`config.mk`:
```
export PLATFORM = sky130hd
export DESIGN_NAME = line_rasterizer_interp_top_flat
export DESIGN_NICKNAME = d
export VERILOG_FILES = /design/src/hdl/lri_pkg.sv /design/src/hdl/lri_in_if.sv /design/src/hdl/lri_out_if.sv /design/src/hdl/lri_mul.sv /design/src/hdl/lri_div.sv /design/src/hdl/line_rasterizer_interp_top.sv /design/src/flat_wrapper.sv
export SDC_FILE = /design/constraint.sdc
export NUM_CORES = 2
export LEC_CHECK = 0
export ABC_AREA = 1
export BUFFER_PORTS_ARGS = -buffer_cell sky130_fd_sc_hd__buf_2
export CORE_MARGIN = 8
export CORE_UTILIZATION = 55
export DETAILED_ROUTE_END_ITERATION = 10
export MAX_ROUTING_LAYER = met4
export PLACE_DENSITY = 0.8
export SLEW_MARGIN = 40
export SYNTH_ARGS = -nofsm -noshare
export SYNTH_HDL_FRONTEND = slang
export SYNTH_SLANG_ARGS = --single-unit
```
`constraint.sdc`:
```
create_clock -name clk -period 14.6 [get_ports clk]
set_clock_uncertainty 0.15 [all_clocks]
set_input_delay 1.46 -clock clk [delete_from_list [all_inputs] [get_ports clk]]
set_output_delay 1.46 -clock clk [all_outputs]
set_load 0.01 [all_outputs]
```
`src/hdl/lri_pkg.sv`:
```
// Shared types and constants of the line rasterizer.
// No dependencies; every other file of the block but lri_mul refers to it by scoped names.
package lri_pkg;

  // Fixed field widths
  localparam int WIN_W    = 13;
  localparam int BPP_W    = 6;
  localparam int STRIDE_W = 15;
  localparam int OFF_W    = 26;
  localparam int COLOR_W  = 3;
  localparam int CHAN_W   = 8;

  // Configuration port
  localparam int PADDR_W = 4;
  localparam int PDATA_W = 32;
  localparam int REG_LSB = 2;

  typedef enum logic [1:0] {
    REG_WINDOW_WIDTH   = 2'd0,
    REG_WINDOW_HEIGHT  = 2'd1,
    REG_BITS_PER_PIXEL = 2'd2,
    REG_LINE_STRIDE    = 2'd3
  } reg_idx_t;

  localparam logic [WIN_W-1:0]    RST_WINDOW_WIDTH   = 13'd1024;
  localparam logic [WIN_W-1:0]    RST_WINDOW_HEIGHT  = 13'd768;
  localparam logic [BPP_W-1:0]    RST_BITS_PER_PIXEL = 6'd32;
  localparam logic [STRIDE_W-1:0] RST_LINE_STRIDE    = 15'd4096;

  // Request operation codes
  localparam logic OP_LOAD = 1'b0;
  localparam logic OP_STEP = 1'b1;

  // Fixed palette, {red, green, blue}; entry seven is black
  localparam logic [3*CHAN_W-1:0] PALETTE [8] = '{
    24'hFF0000, 24'hF8F879, 24'h00FF00, 24'h4FF857,
    24'h00BFFF, 24'h808080, 24'hFFFFFF, 24'h000000
  };

  // Divider status toward the sequencer
  typedef struct packed {
    logic busy;
    logic done;
  } div_stat_t;

endpackage

```
`src/hdl/lri_in_if.sv`:
```
// Request channel of the line rasterizer: valid/ready plus the load or step fields.
// Depends on lri_pkg for the colour index width.
interface lri_in_if #(
  parameter int COORD_BITS = 13
);
  logic                           valid;
  logic                           ready;
  logic                           operation;
  logic signed [COORD_BITS-1:0]   x_start;
  logic signed [COORD_BITS-1:0]   y_start;
  logic signed [COORD_BITS-1:0]   x_end;
  logic signed [COORD_BITS-1:0]   y_end;
  logic [lri_pkg::COLOR_W-1:0]    color_index;

  modport source (
    output valid, operation, x_start, y_start, x_end, y_end, color_index,
    input  ready
  );
  modport sink (
    input  valid, operation, x_start, y_start, x_end, y_end, color_index,
    output ready
  );
endinterface

```
`src/hdl/lri_out_if.sv`:
```
// Pixel channel of the line rasterizer: valid/ready plus one pixel result.
// Depends on lri_pkg for the offset and colour widths.
interface lri_out_if #(
  parameter int COORD_BITS = 13
);
  logic                          valid;
  logic                          ready;
  logic signed [COORD_BITS:0]    pix_x;
  logic signed [COORD_BITS-1:0]  pix_y;
  logic [lri_pkg::OFF_W-1:0]     byte_offset;
  logic [lri_pkg::CHAN_W-1:0]    red;
  logic [lri_pkg::CHAN_W-1:0]    green;
  logic [lri_pkg::CHAN_W-1:0]    blue;
  logic                          in_window;
  logic                          last;

  modport source (
    output valid, pix_x, pix_y, byte_offset, red, green, blue, in_window, last,
    input  ready
  );
  modport sink (
    input  valid, pix_x, pix_y, byte_offset, red, green, blue, in_window, last,
    output ready
  );
endinterface

```
`src/hdl/lri_mul.sv`:
```
// Shared unsigned multiplier of the line rasterizer, product registered.
// No package dependency; operands are chosen by the sequencer in the top level.
module lri_mul #(
  parameter int MUL_W = 15
) (
  input  logic               clk,
  input  logic [MUL_W-1:0]   op_a,
  input  logic [MUL_W-1:0]   op_b,
  output logic [2*MUL_W-1:0] prod
);

  // Register the product every cycle
  always_ff @(posedge clk) begin
    prod <= op_a * op_b;
  end

endmodule

```
`src/hdl/lri_div.sv`:
```
// Iterative restoring divider, one quotient bit per cycle.
// Depends on lri_pkg for the status struct. The quotient must fit in MAG_W bits.
module lri_div #(
  parameter int MAG_W = 14
) (
  input  logic                   clk,
  input  logic                   rst,
  input  logic                   start,
  input  logic [2*MAG_W-1:0]     numer,
  input  logic [MAG_W-1:0]       denom,
  output logic [MAG_W-1:0]       quot,
  output lri_pkg::div_stat_t     stat
);

  localparam int CNT_W = (MAG_W > 1) ? $clog2(MAG_W) : 1;

  logic [MAG_W-1:0] rem;
  logic [MAG_W-1:0] quo;
  logic [MAG_W-1:0] den;
  logic [CNT_W-1:0] cnt;
  logic             busy;
  logic             done;

  logic [MAG_W:0]   shifted;
  logic [MAG_W:0]   trial;
  logic             fits;

  // Shift in the next numerator bit and try the subtraction
  always_comb begin
    shifted = {rem, quo[MAG_W-1]};
    fits    = shifted >= {1'b0, den};
    trial   = shifted - {1'b0, den};
  end

  // Count the iterations, flag completion for one cycle
  always_ff @(posedge clk) begin
    if (rst) begin
      busy <= 1'b0;
      done <= 1'b0;
      cnt  <= '0;
    end else begin
      done <= 1'b0;
      if (start) begin
        busy <= 1'b1;
        cnt  <= CNT_W'(MAG_W - 1);
      end else if (busy) begin
        if (cnt == '0) begin
          busy <= 1'b0;
          done <= 1'b1;
        end
        cnt <= cnt - 1'b1;
      end
    end
  end

  // Load the upper half as partial remainder, then develop one bit per cycle
  always_ff @(posedge clk) begin
    if (start) begin
      rem <= numer[2*MAG_W-1:MAG_W];
      quo <= numer[MAG_W-1:0];
      den <= denom;
    end else if (busy) begin
      rem <= fits ? trial[MAG_W-1:0] : shifted[MAG_W-1:0];
      quo <= {quo[MAG_W-2:0], fits};
    end
  end

  assign quot      = quo;
  assign stat.busy = busy;
  assign stat.done = done;

endmodule

```
`src/hdl/line_rasterizer_interp_top.sv`:
```
// Line rasterizer with divided interpolation: a load request latches two endpoints and a
// colour, each step request returns one pixel of the line with its frame-buffer byte offset,
// window flag, palette colour and last flag. One request is handled at a time. A load, or a
// step with no line loaded, returns nothing and leaves the block ready for the next request.
// A step that returns a pixel holds off further requests until its pixel is taken; it passes
// through the shared divider, which develops one quotient bit per cycle over COORD_BITS + 1
// bits, and through the single shared multiplier for the interpolation product and the two
// byte-offset products. No clearing pass after reset.
// Depends on lri_pkg, lri_in_if, lri_out_if, lri_mul and lri_div.
module line_rasterizer_interp_top #(
  parameter int COORD_BITS = 13
) (
  input  logic                          clk,
  input  logic                          rst,
  input  logic                          psel,
  input  logic                          penable,
  input  logic                          pwrite,
  input  logic [lri_pkg::PADDR_W-1:0]   paddr,
  input  logic [lri_pkg::PDATA_W-1:0]   pwdata,
  output logic [lri_pkg::PDATA_W-1:0]   prdata,
  output logic                          pready,
  lri_in_if.sink                        cmd,
  lri_out_if.source                     pixel
);

  localparam int POS_W  = COORD_BITS + 1;
  localparam int MAG_W  = COORD_BITS + 1;
  localparam int DIFF_W = COORD_BITS + 2;
  localparam int NUM_W  = 2 * MAG_W;
  localparam int MUL_W  = (MAG_W > lri_pkg::STRIDE_W) ? MAG_W : lri_pkg::STRIDE_W;
  localparam int PROD_W = 2 * MUL_W;
  localparam int CMP_W  = (POS_W > lri_pkg::WIN_W) ? POS_W : lri_pkg::WIN_W;
  localparam int OFF_W  = lri_pkg::OFF_W;

  typedef enum logic [8:0] {
    S_IDLE   = 9'b000000001,
    S_MUL    = 9'b000000010,
    S_DSTART = 9'b000000100,
    S_DIV    = 9'b000001000,
    S_FIX    = 9'b000010000,
    S_MULX   = 9'b000100000,
    S_MULY   = 9'b001000000,
    S_SUM    = 9'b010000000,
    S_OUT    = 9'b100000000
  } state_t;

  state_t state;
  state_t state_next;

  // ---------------------------------------------------------------- configuration
  logic [lri_pkg::WIN_W-1:0]    window_width;
  logic [lri_pkg::WIN_W-1:0]    window_height;
  logic [lri_pkg::BPP_W-1:0]    bits_per_pixel;
  logic [lri_pkg::STRIDE_W-1:0] line_stride;
  logic                         cfg_wr;
  lri_pkg::reg_idx_t            reg_sel;

  assign pready  = 1'b1;
  assign cfg_wr  = psel && penable && pwrite;
  assign reg_sel = lri_pkg::reg_idx_t'(paddr[lri_pkg::REG_LSB+1:lri_pkg::REG_LSB]);

  // Write the selected register in the access cycle
  always_ff @(posedge clk) begin
    if (rst) begin
      window_width   <= lri_pkg::RST_WINDOW_WIDTH;
      window_height  <= lri_pkg::RST_WINDOW_HEIGHT;
      bits_per_pixel <= lri_pkg::RST_BITS_PER_PIXEL;
      line_stride    <= lri_pkg::RST_LINE_STRIDE;
    end else if (cfg_wr) begin
      case (reg_sel)
        lri_pkg::REG_WINDOW_WIDTH:   window_width   <= pwdata[lri_pkg::WIN_W-1:0];
        lri_pkg::REG_WINDOW_HEIGHT:  window_height  <= pwdata[lri_pkg::WIN_W-1:0];
        lri_pkg::REG_BITS_PER_PIXEL: bits_per_pixel <= pwdata[lri_pkg::BPP_W-1:0];
        lri_pkg::REG_LINE_STRIDE:    line_stride    <= pwdata[lri_pkg::STRIDE_W-1:0];
        default: ;
      endcase
    end
  end

  // Read back the selected register
  always_comb begin
    case (reg_sel)
      lri_pkg::REG_WINDOW_WIDTH:   prdata = lri_pkg::PDATA_W'(window_width);
      lri_pkg::REG_WINDOW_HEIGHT:  prdata = lri_pkg::PDATA_W'(window_height);
      lri_pkg::REG_BITS_PER_PIXEL: prdata = lri_pkg::PDATA_W'(bits_per_pixel);
      lri_pkg::REG_LINE_STRIDE:    prdata = lri_pkg::PDATA_W'(line_stride);
      default:                     prdata = '0;
    endcase
  end

  // ---------------------------------------------------------------- line state
  logic signed [POS_W-1:0]      end_a_x;
  logic signed [COORD_BITS-1:0] end_a_y;
  logic signed [POS_W-1:0]      end_b_x;
  logic signed [COORD_BITS-1:0] end_b_y;
  logic                         x_major;
  logic signed [POS_W-1:0]      cur_pos;
  logic signed [POS_W-1:0]      stop_pos;
  logic                         line_active;
  logic [lri_pkg::COLOR_W-1:0]  line_color;

  logic cmd_acc;
  logic is_load;
  logic is_step;

  assign cmd.ready = (state == S_IDLE);
  assign cmd_acc   = cmd.valid && cmd.ready;
  assign is_load   = cmd_acc && (cmd.operation == lri_pkg::OP_LOAD);
  assign is_step   = cmd_acc && (cmd.operation == lri_pkg::OP_STEP);

  // Load: nudge a vertical line, pick the major axis from |dy| < 2|dx|
  logic signed [POS_W-1:0]  ld_ax;
  logic signed [POS_W-1:0]  ld_bx_raw;
  logic signed [POS_W-1:0]  ld_bx;
  logic signed [POS_W-1:0]  ld_ay;
  logic signed [POS_W-1:0]  ld_by;
  logic signed [DIFF_W-1:0] ld_dx;
  logic signed [DIFF_W-1:0] ld_dy;
  logic [DIFF_W-1:0]        ld_abs_dx;
  logic [DIFF_W-1:0]        ld_abs_dy;
  logic                     ld_xmaj;
  logic signed [POS_W-1:0]  ld_cur;
  logic signed [POS_W-1:0]  ld_stop;

  always_comb begin
    ld_ax     = {cmd.x_start[COORD_BITS-1], cmd.x_start};
    ld_bx_raw = {cmd.x_end[COORD_BITS-1], cmd.x_end};
    ld_bx     = (cmd.x_start == cmd.x_end) ? ld_bx_raw + POS_W'(1) : ld_bx_raw;
    ld_ay     = {cmd.y_start[COORD_BITS-1], cmd.y_start};
    ld_by     = {cmd.y_end[COORD_BITS-1], cmd.y_end};
    ld_dx     = {ld_bx[POS_W-1], ld_bx} - {ld_ax[POS_W-1], ld_ax};
    ld_dy     = {ld_by[POS_W-1], ld_by} - {ld_ay[POS_W-1], ld_ay};
    ld_abs_dx = ld_dx[DIFF_W-1] ? -ld_dx : ld_dx;
    ld_abs_dy = ld_dy[DIFF_W-1] ? -ld_dy : ld_dy;
    ld_xmaj   = {1'b0, ld_abs_dy} < {ld_abs_dx, 1'b0};
    if (ld_xmaj) begin
      ld_cur  = (ld_ax < ld_bx) ? ld_ax : ld_bx;
      ld_stop = (ld_ax < ld_bx) ? ld_bx : ld_ax;
    end else begin
      ld_cur  = (ld_ay < ld_by) ? ld_ay : ld_by;
      ld_stop = (ld_ay < ld_by) ? ld_by : ld_ay;
    end
  end

  // Step: choose base point, minor delta and major delta for the interpolation
  logic signed [DIFF_W-1:0] eax;
  logic signed [DIFF_W-1:0] eay;
  logic signed [DIFF_W-1:0] ebx;
  logic signed [DIFF_W-1:0] eby;
  logic signed [DIFF_W-1:0] ecur;
  logic signed [DIFF_W-1:0] base_minor;
  logic signed [DIFF_W-1:0] base_major;
  logic signed [DIFF_W-1:0] d_minor;
  logic signed [DIFF_W-1:0] d_major;
  logic signed [DIFF_W-1:0] t_major;
  logic [DIFF_W-1:0]        abs_minor;
  logic [DIFF_W-1:0]        abs_major;
  logic [DIFF_W-1:0]        abs_t;
  logic                     q_neg;

  always_comb begin
    eax  = {end_a_x[POS_W-1], end_a_x};
    ebx  = {end_b_x[POS_W-1], end_b_x};
    eay  = {{2{end_a_y[COORD_BITS-1]}}, end_a_y};
    eby  = {{2{end_b_y[COORD_BITS-1]}}, end_b_y};
    ecur = {cur_pos[POS_W-1], cur_pos};
    if (x_major) begin
      if (end_a_x <= end_b_x) begin
        base_minor = eay; base_major = eax; d_minor = eby - eay; d_major = ebx - eax;
      end else begin
        base_minor = eby; base_major = ebx; d_minor = eay - eby; d_major = eax - ebx;
      end
    end else begin
      if (end_a_y >= end_b_y) begin
        base_minor = eax; base_major = eay; d_minor = ebx - eax; d_major = eby - eay;
      end else begin
        base_minor = ebx; base_major = eby; d_minor = eax - ebx; d_major = eay - eby;
      end
    end
    t_major   = ecur - base_major;
    abs_minor = d_minor[DIFF_W-1] ? -d_minor : d_minor;
    abs_major = d_major[DIFF_W-1] ? -d_major : d_major;
    abs_t     = t_major[DIFF_W-1] ? -t_major : t_major;
    q_neg     = d_minor[DIFF_W-1] ^ t_major[DIFF_W-1] ^ d_major[DIFF_W-1];
  end

  // ---------------------------------------------------------------- shared units
  logic [MUL_W-1:0]   mul_a;
  logic [MUL_W-1:0]   mul_b;
  logic [PROD_W-1:0]  mul_p;
  logic               div_start;
  logic [MAG_W-1:0]   div_q;
  lri_pkg::div_stat_t div_stat;

  // Pixel result registers
  logic signed [POS_W-1:0]      px;
  logic signed [COORD_BITS-1:0] py;
  logic [OFF_W-1:0]             x_term;
  logic [OFF_W-1:0]             byte_offset;
  logic                         in_window;
  logic                         last;
  logic                         win_c;

  // Steer the multiplier by sequencer state
  always_comb begin
    case (state)
      S_MUL: begin
        mul_a = MUL_W'(abs_minor[MAG_W-1:0]);
        mul_b = MUL_W'(abs_t[MAG_W-1:0]);
      end
      S_MULX: begin
        mul_a = MUL_W'($unsigned(px));
        mul_b = MUL_W'(bits_per_pixel);
      end
      S_MULY: begin
        mul_a = MUL_W'($unsigned(py));
        mul_b = MUL_W'(line_stride);
      end
      default: begin
        mul_a = '0;
        mul_b = '0;
      end
    endcase
  end

  lri_mul #(.MUL_W(MUL_W)) u_mul (
    .clk  (clk),
    .op_a (mul_a),
    .op_b (mul_b),
    .prod (mul_p)
  );

  assign div_start = (state == S_DSTART);

  lri_div #(.MAG_W(MAG_W)) u_div (
    .clk   (clk),
    .rst   (rst),
    .start (div_start),
    .numer (mul_p[NUM_W-1:0]),
    .denom (abs_major[MAG_W-1:0]),
    .quot  (div_q),
    .stat  (div_stat)
  );

  // Signed quotient added to the base minor coordinate
  logic signed [DIFF_W-1:0] q_mag;
  logic signed [DIFF_W-1:0] minor;

  always_comb begin
    q_mag = {1'b0, div_q};
    minor = base_minor + (q_neg ? -q_mag : q_mag);
  end

  always_comb begin
    win_c = !px[POS_W-1] && !py[COORD_BITS-1]
            && (CMP_W'($unsigned(px)) < CMP_W'(window_width))
            && (CMP_W'($unsigned(py)) < CMP_W'(window_height));
  end

  // ---------------------------------------------------------------- sequencer
  always_comb begin
    state_next = state;
    case (state)
      S_IDLE:   if (is_step && line_active) state_next = S_MUL;
      S_MUL:    state_next = S_DSTART;
      S_DSTART: state_next = S_DIV;
      S_DIV:    if (div_stat.done) state_next = S_FIX;
      S_FIX:    state_next = S_MULX;
      S_MULX:   state_next = S_MULY;
      S_MULY:   state_next = S_SUM;
      S_SUM:    state_next = S_OUT;
      S_OUT:    if (pixel.ready) state_next = S_IDLE;
      default:  state_next = S_IDLE;
    endcase
  end

  // Advance the sequencer, track whether a line is in progress
  always_ff @(posedge clk) begin
    if (rst) begin
      state       <= S_IDLE;
      line_active <= 1'b0;
    end else begin
      state <= state_next;
      if (is_load) begin
        line_active <= 1'b1;
      end else if (state == S_FIX && cur_pos >= stop_pos) begin
        line_active <= 1'b0;
      end
    end
  end

  // Latch a new line, build one pixel per step
  always_ff @(posedge clk) begin
    if (is_load) begin
      end_a_x    <= ld_ax;
      end_a_y    <= cmd.y_start;
      end_b_x    <= ld_bx;
      end_b_y    <= cmd.y_end;
      line_color <= cmd.color_index;
      x_major    <= ld_xmaj;
      cur_pos    <= ld_cur;
      stop_pos   <= ld_stop;
    end
    case (state)
      S_FIX: begin
        if (x_major) begin
          px <= cur_pos;
          py <= minor[COORD_BITS-1:0];
        end else begin
          px <= minor[POS_W-1:0];
          py <= cur_pos[COORD_BITS-1:0];
        end
        last <= (cur_pos >= stop_pos);
        if (cur_pos < stop_pos) begin
          cur_pos <= cur_pos + POS_W'(1);
        end
      end
      S_MULX: in_window   <= win_c;
      S_MULY: x_term      <= mul_p[OFF_W+2:3];
      S_SUM:  byte_offset <= in_window ? x_term + mul_p[OFF_W-1:0] : '0;
      default: ;
    endcase
  end

  // ---------------------------------------------------------------- pixel channel
  assign pixel.valid       = (state == S_OUT);
  assign pixel.pix_x       = px;
  assign pixel.pix_y       = py;
  assign pixel.byte_offset = byte_offset;
  assign pixel.red         = lri_pkg::PALETTE[line_color][3*lri_pkg::CHAN_W-1:2*lri_pkg::CHAN_W];
  assign pixel.green       = lri_pkg::PALETTE[line_color][2*lri_pkg::CHAN_W-1:lri_pkg::CHAN_W];
  assign pixel.blue        = lri_pkg::PALETTE[line_color][lri_pkg::CHAN_W-1:0];
  assign pixel.in_window   = in_window;
  assign pixel.last        = last;

`ifndef SYNTH
  // No new request while a pixel waits
  a_busy_while_pending: assert property (@(posedge clk) disable iff (rst)
    pixel.valid |-> !cmd.ready)
    else $error("request accepted while a pixel is pending");

  // Start the divider only when it is free
  a_div_free: assert property (@(posedge clk) disable iff (rst)
    div_start |-> !div_stat.busy)
    else $error("divider started while busy");

  // After the last pixel is taken, no line is active
  a_last_ends_line: assert property (@(posedge clk) disable iff (rst)
    (pixel.valid && pixel.ready && pixel.last) |=> !line_active)
    else $error("line still active after its last pixel");

  // Clipped pixels carry no offset
  a_clip_offset: assert property (@(posedge clk) disable iff (rst)
    (pixel.valid && !pixel.in_window) |-> (pixel.byte_offset == '0))
    else $error("offset set on a clipped pixel");
`endif

endmodule
```
`src/flat_wrapper.sv`:
```
// flat-port wrapper written by rule: the top's interface ports become plain ports
module line_rasterizer_interp_top_flat 
#(
  parameter int COORD_BITS = 13
)
  (clk, rst, psel, penable, pwrite, paddr, pwdata, prdata, pready, cmd_valid, cmd_operation, cmd_x_start, cmd_y_start, cmd_x_end, cmd_y_end, cmd_color_index, cmd_ready, pixel_valid, pixel_pix_x, pixel_pix_y, pixel_byte_offset, pixel_red, pixel_green, pixel_blue, pixel_in_window, pixel_last, pixel_ready);
  lri_in_if #(.COORD_BITS(COORD_BITS)) cmd_i ();
  lri_out_if #(.COORD_BITS(COORD_BITS)) pixel_i ();
  input  logic clk;
  input  logic rst;
  input  logic psel;
  input  logic penable;
  input  logic pwrite;
  input  logic [lri_pkg::PADDR_W-1:0] paddr;
  input  logic [lri_pkg::PDATA_W-1:0] pwdata;
  output logic [lri_pkg::PDATA_W-1:0] prdata;
  output logic pready;
  input wire logic [$bits(cmd_i.valid)-1:0] cmd_valid;
  input wire logic [$bits(cmd_i.operation)-1:0] cmd_operation;
  input wire logic [$bits(cmd_i.x_start)-1:0] cmd_x_start;
  input wire logic [$bits(cmd_i.y_start)-1:0] cmd_y_start;
  input wire logic [$bits(cmd_i.x_end)-1:0] cmd_x_end;
  input wire logic [$bits(cmd_i.y_end)-1:0] cmd_y_end;
  input wire logic [$bits(cmd_i.color_index)-1:0] cmd_color_index;
  output wire logic [$bits(cmd_i.ready)-1:0] cmd_ready;
  output wire logic [$bits(pixel_i.valid)-1:0] pixel_valid;
  output wire logic [$bits(pixel_i.pix_x)-1:0] pixel_pix_x;
  output wire logic [$bits(pixel_i.pix_y)-1:0] pixel_pix_y;
  output wire logic [$bits(pixel_i.byte_offset)-1:0] pixel_byte_offset;
  output wire logic [$bits(pixel_i.red)-1:0] pixel_red;
  output wire logic [$bits(pixel_i.green)-1:0] pixel_green;
  output wire logic [$bits(pixel_i.blue)-1:0] pixel_blue;
  output wire logic [$bits(pixel_i.in_window)-1:0] pixel_in_window;
  output wire logic [$bits(pixel_i.last)-1:0] pixel_last;
  input wire logic [$bits(pixel_i.ready)-1:0] pixel_ready;
  assign cmd_i.valid = cmd_valid;
  assign cmd_i.operation = cmd_operation;
  assign cmd_i.x_start = cmd_x_start;
  assign cmd_i.y_start = cmd_y_start;
  assign cmd_i.x_end = cmd_x_end;
  assign cmd_i.y_end = cmd_y_end;
  assign cmd_i.color_index = cmd_color_index;
  assign cmd_ready = cmd_i.ready;
  assign pixel_valid = pixel_i.valid;
  assign pixel_pix_x = pixel_i.pix_x;
  assign pixel_pix_y = pixel_i.pix_y;
  assign pixel_byte_offset = pixel_i.byte_offset;
  assign pixel_red = pixel_i.red;
  assign pixel_green = pixel_i.green;
  assign pixel_blue = pixel_i.blue;
  assign pixel_in_window = pixel_i.in_window;
  assign pixel_last = pixel_i.last;
  assign pixel_i.ready = pixel_ready;
  line_rasterizer_interp_top #(.COORD_BITS(COORD_BITS)) u_core (.clk(clk), .rst(rst), .psel(psel), .penable(penable), .pwrite(pwrite), .paddr(paddr), .pwdata(pwdata), .prdata(prdata), .pready(pready), .cmd(cmd_i), .pixel(pixel_i));
endmodule
```
### Yosys cells after proc, flatten, opt, wreduce, memory -nomap -nowiden

Memory sizes are Yosys's and may differ from the RTL's.
Cells that the tools add are included.
Widths: inputs -> output; s select.

* multiply operators: 1
* $lt $le $gt $ge: 11
* equal/unequal tests: 16
* reduce and logical (&&, ||, !) cells: 23
* mux-type cells: 52
* add/subtract/negate cells: 19
* bitwise operators: 5

Operator list (number)
* $mux 14: 23
* $mux 15: 11
* $pmux 32 s4: 1
* $pmux 9 s9: 1
* $neg 14->14: 4
* $mux 24: 2
* $pmux 15 s3: 1
* $pmux 14 s3: 1
* $sub 13x13->14: 3
* $neg 15->15: 2
* $sub 14x13->15: 2
* $mul 14x15->29: 1
* $mux 9: 3
* $add 26x26->26: 1
* $lt 13x13->1: 2
* $lt 15x16->1: 1
* $ge 15x14->1: 1
* $sub 13x14->15: 1
* $sub 14x15->15: 1
* $add 13x2->14 const B: 1
* $add 14x14->14: 1
* $add 14x2->14 const B: 1
* $ge 14x14->1: 1
* $le 13x14->1: 1
* other kinds (36): 60

* output and inout bits: 114
* input port bits: 99
* ROM bits: 192
* register bits: 300
* word-level logic and storage cells: 156
* memories: 1

Memories
* (name not given): words 8, bits a word 24, read ports 1, clocked after Yosys merged registers in 0, wr ports 0, RTL line line_rasterizer_interp_top.sv:330 `assign pixel.red = lri_pkg::PALETTE[line_color][3*lri_pkg::CHAN_W-1:2*lri_pkg::CHAN_W];`

### Depth between registers and ports, before layout

* depth after elaboration: 10
* depth in mapped cells: 58
* depth with buffers taken out: 53

### By module

From an unflattened synthesis, not the netlist that was laid out.

* cell total of the unflattened synthesis: 4837
* area total of the unflattened synthesis: 34277.9 um^2

Modules (own cells, without submodules)
* line_rasterizer_interp_top: seq. area each 5985.7 um^2, area an instance 22195.0 um^2, times used 1, cells each 3191
* lri_mul: seq. area each 600.6 um^2, area an instance 8956.1 um^2, times used 1, cells each 1237
* lri_div: seq. area each 1381.3 um^2, area an instance 3126.7 um^2, times used 1, cells each 409

### Worst setup path before layout

No wires, ideal clock.

* path type: register to register
* from: register u_core.end_a_y[0]
* to: register u_core.u_mul.prod[26]
* stages on the path, launching flop included: 57
* path slack: 4.719 ns
* setup time: 0.072 ns
* period minus slack after synthesis: 9.881 ns
* data required time: 14.378 ns
* arrival: 9.660 ns
* buffers on the path: 4
* cell sequence: edfxtp_1 > inv_1 > ha_1 > inv_1 > fa_1 > nand2_1 > nand3_4 > nand3_4 > nand2_2 > nand2_4 > nand2_8 > inv_4 > buf_8 > buf_6 > buf_2 > clkbuf_1 > a21oi_1 > a21oi_1 > [... 21 more ...] > fa_1 > inv_1 > fa_1 > inv_1 > fa_1 > inv_1 > fa_1 > inv_1 > ha_1 > nand2_1 > o21ai_0 > nand2_1 > nand2_1 > a21oi_1 > o21bai_1 > a21oi_1 > o21ai_0 > xor2_1

* word-level cells in the longest chain between the ends: 8
* elaborated cells between the ends (all ways): 16
* those cells by class: add/sub: 5; mul: 1; order compare: 1; mux: 9

Ends and longest elaborated chain
* start: declaration: RTL line line_rasterizer_interp_top.sv:93 `logic signed [COORD_BITS-1:0] end_a_y;`
* start signal: assignment: RTL line line_rasterizer_interp_top.sv:296 `end_a_y <= cmd.y_start;`
* $ge 13x13->1: RTL line line_rasterizer_interp_top.sv:174 `if (end_a_y >= end_b_y) begin`
* $mux 15: RTL line line_rasterizer_interp_top.sv:174
* $mux 15: RTL line line_rasterizer_interp_top.sv:167 `if (x_major) begin`
* $sub 14x15->15: RTL line line_rasterizer_interp_top.sv:180 `t_major = ecur - base_major;`
* $neg 14->14: RTL line line_rasterizer_interp_top.sv:183 `abs_t = t_major[DIFF_W-1] ? -t_major : t_major;`
* $mux 14: RTL line line_rasterizer_interp_top.sv:183
* $pmux 15 s3: RTL line line_rasterizer_interp_top.sv:206 `case (state)`
* $mul 14x15->29 (*): RTL line lri_mul.sv:14 `prod <= op_a * op_b;`
* end signal: assignment: RTL line lri_mul.sv:14
* end: declaration: RTL line lri_mul.sv:9 `output logic [2*MUL_W-1:0] prod`

Mark *: on every way between the ends. The rest lies on a longest branch, timed or not.
A chain may end at the register's enable or synchronous reset.

### Worst setup path in the final report

Same ends and word-level chain as after synthesis.

==> results.py <==
metrics = {
    "global_routing": {
        "grt_pass1_vias": 28600,
        "grt_pass1_wl_mm": 153,
        "grt_usage": 0.290,
        "antenna_found_initial": 1,
        "grt_max_degree": 74,
        "grt.overflow.total": 0,
    },
    "worst_hold_path": {
        "hold_path_class": "register to register",
        "min_path_cells": 0,
        "hold_end": "u_core.x_term[25]",
        "min_from": "u_core.u_mul.prod[28]",
    },
    "drt": {
        "num_vias": 30100,
        "firstDrtPassIters": 6,
        "post_drt_wl_per_cell_um": 18.5,
        "postRouteAntennaNets": 0,
        "drt_iter0_markers": 3226,
        "routed_wl_mm": 97.7,
        "route.detailed.drc": 0,
        "viasPerCell": 5.69,
    },
    "setup_path": {
        "path_delay_family": "adder cells",
        "r2r_slack_ns": 2.45,
        "start_kind": "register",
        "cp_num_buf_inv": 12,
        "worstRegToRegCells": 52,
        "r2r-start": "u_core.end_a_y[0]",
        "crit_path_end_kind": "register",
        "max_stage_delay_ns": 0.56,
        "crit_fanout": 56,
        "cp.arrival_ns": 12.46,
        "crit_type": "register to register",
        "path_common_cell": "inv_1",
        "rr_endpoint": "u_core.u_mul.prod[26]",
        "cpMaxStageDelayCell": "fa_1",
        "critPathRequiredTime_ns": 14.91,
    },
    "final_layout": {
        "nets": 5052,
        "syn_to_final_growth_pct": 6.93,
        "multi_input_area_um2": 21300,
        "register_area_um2": 7950,
        "finalNonFillerCells": 5280,
        "drive_gt1_frac": 0.0921,
        "num-fill-cells": 5381,
    },
    "clock_tree": {
        "clk_path_buf_depth": 3,
        "postCtsHoldBufs": 0,
        "cts_tree": "built",
        "clk_pin_slew_ns": 0.06,
        "cts_root_buf": "clkbuf_16",
        "clock_sinks": 300,
        "cts_resized": 0,
        "htree_levels": 2,
        "cts_buffers": 35,
        "clock_latency_ns": 0.56,
        "cts.repair_timing.setup_buffer_count": 0,
    },
    "timing": {
        "hold_viol": 0,
        "slew_violations": 0,
        "fin_tns_setup_ns": 0,
        "setup_viol": 0,
        "finalCritPeriodShare": 0.832,
        "maxSlewHeadroom": 0.406,
        "fmax_mhz": 82.3,
        "holdWs_ns": 0.252,
        "period_minus_slack_ns": 12.15,
        "worst_slew_pin_slew_ns": 0.888,
        "timing.final.ws_setup_ns": 2.45,
        "rsz0062_at_grt": "no",
    },
    "floorplan": {
        "rows": 89,
        "die_h_um": 260,
        "design.portCount": 213,
        "core_area_um2": 59000,
        "chipWidth_um": 260,
        "die_area_um2": 67700,
        "start_util": 0.556,
    },
    "synthesis": {
        "yosysUniqueCellTypes": 76,
        "yosys_most_used_dff": "edfxtp_1",
        "synthArstFlopShare": 0,
        "synthTopCellsByCount": "983 x nand2_1, 703 x inv_1, 344 x a21oi_1",
        "ys_ff_latch": 300,
        "synth_top_area_cell": "edfxtp_1",
        "avgSynthCellArea_um2": 7.47,
        "netlist_area_um2": 32800,
        "synth_edf_count": 194,
        "yosys-top-cells-area": "edfxtp_1 18%, ha_1 12%, nand2_1 11%",
        "synth_top_area_frac": 0.178,
        "yosysWarnings": 0,
        "syn_inst": 4393,
        "synth-seq-area-share": 0.242,
        "yosysMostFrequentCell": "nand2_1",
    },
    "place": {
        "place.gp.congestion": 1.02,
        "io_buffers": 175,
        "dp_hpwl_mm": 78.3,
        "dpl_worst_slack_ns": 2.55,
        "dp_cells": 5215,
    },
    "power": {
        "p_per_area_nw_per_um2": 133,
        "p_leak_uw": 0.0172,
        "ir_drop_v": 0.000117,
        "p_total_uw": 4680,
    },
    "flow_run": {
        "maxCapViolCount": 0,
    },
    "outcome": {
        "status": "finished clean",
    },
}
-- metal layers --
layer  track usage  up-vias  routed length [um]
li1              -    14500                   -
met1         0.376    13900               40700
met2         0.450     1391               43600
met3        0.0445      265                8650
met4         0.123        0                4810
met5             -        -                   0
-- power by group --
group	internal (uW)	switching (uW)
combinational	851	1870
clock	503	355
sequential	1030	80.4
-- flip-flops by register name (all words and copies together) (netlist names), 3 cells and up --
register,flops
u_core.u_mul.prod,29
u_core.pixel.byte_offset,26
u_core.x_term,26
u_core.line_stride,15
u_core.cur_pos,14
u_core.end_b_x,14
u_core.pixel.pix_x,14
u_core.stop_pos,14
u_core.u_div.den,14
u_core.u_div.quot,14
u_core.u_div.rem,14
u_core.end_a_x,13
u_core.end_a_y,13
u_core.end_b_y,13
u_core.pixel.pix_y,13
u_core.window_height,13
u_core.window_width,13
u_core.state,9
u_core.bits_per_pixel,6
u_core.u_div.cnt,4
u_core.line_color,3
-- through the flow --
| step | instance area [um2] | utilization |
|---|---|---|
| global route | 35100 | 0.594 |
| global placement | 33900 | 0.574 |
| floorplan | 32900 | - |
| CTS | 35000 | 0.594 |
| finish | 35100 | 0.594 |
| detailed placement | 33900 | 0.574 |
-- final cells by class --
type                            instances  share of cell area
Antenna cell                            1           0.0000713
Clock buffer                           46              0.0282
Clock inverter                         16             0.00456
Inverter                              727              0.0780
Multi-Input combinational cell       3224               0.606
Sequential cell                       300               0.227
Tap cell                              773              0.0276
Timing Repair Buffer                  193              0.0293
-- layout by cell type (no fill, tap or decap), drive strengths merged, types with 5 or more instances in the layout --
| cell | synthesis | final |
|---|---|---|
| a211oi | 5 | 5 |
| a21o | 15 | 15 |
| a21oi | 367 | 367 |
| a22o | 13 | 13 |
| a22oi | 11 | 11 |
| a31oi | 17 | 17 |
| a32oi | 6 | 6 |
| and2 | 6 | 6 |
| buf | 93 | 191 |
| clkbuf | 67 | 48 |
| clkinv | 3 | 12 |
| conb | 2 | 20 |
| dfxtp | 106 | 106 |
| edfxtp | 194 | 194 |
| fa | 163 | 163 |
| ha | 309 | 309 |
| inv | 724 | 727 |
| nand2 | 1024 | 1024 |
| nand3 | 211 | 211 |
| nand3b | 15 | 15 |
| nand4 | 58 | 58 |
| nor2 | 307 | 307 |
| nor3 | 49 | 49 |
| nor4 | 10 | 10 |
| o2111ai | 5 | 5 |
| o211ai | 29 | 29 |
| o21a | 16 | 16 |
| o21ai | 315 | 315 |
| o21bai | 17 | 17 |
| o221ai | 9 | 9 |
| o31ai | 7 | 7 |
| or2 | 12 | 12 |
| xnor2 | 47 | 47 |
| xor2 | 133 | 133 |
-- how the worst max path moves through the flow --
stage                             from               endpoint  slack (ns)  cells past startpoint
floorplan            u_core.end_a_y[0]  u_core.u_mul.prod[26]        4.72                     56
CTS                  u_core.end_a_y[0]  u_core.u_mul.prod[26]        2.54                     52
global route        u_core.end_a_y[12]  u_core.u_mul.prod[26]        1.58                     52
detailed placement   u_core.end_a_y[0]  u_core.u_mul.prod[26]        2.55                     52
global placement     u_core.end_a_y[0]  u_core.u_mul.prod[26]        2.70                     52
finish               u_core.end_a_y[0]  u_core.u_mul.prod[26]        2.45                     52
-- cells by family (layout without fill, tap and decap cells) --
group	count (synthesis)	in the layout	synth area share
and+or+nand+nor	1697	1697	0.227
buffers and inverters	887	982	0.113
AOI/OAI and AO/OA	855	855	0.152
adders and majority gates	472	472	0.217
DFF	300	300	0.242
xor gates and xnor gates	180	180	0.0480
other	2	21	0.000229
No activity file was read; power rests on OpenSTA's default activity.
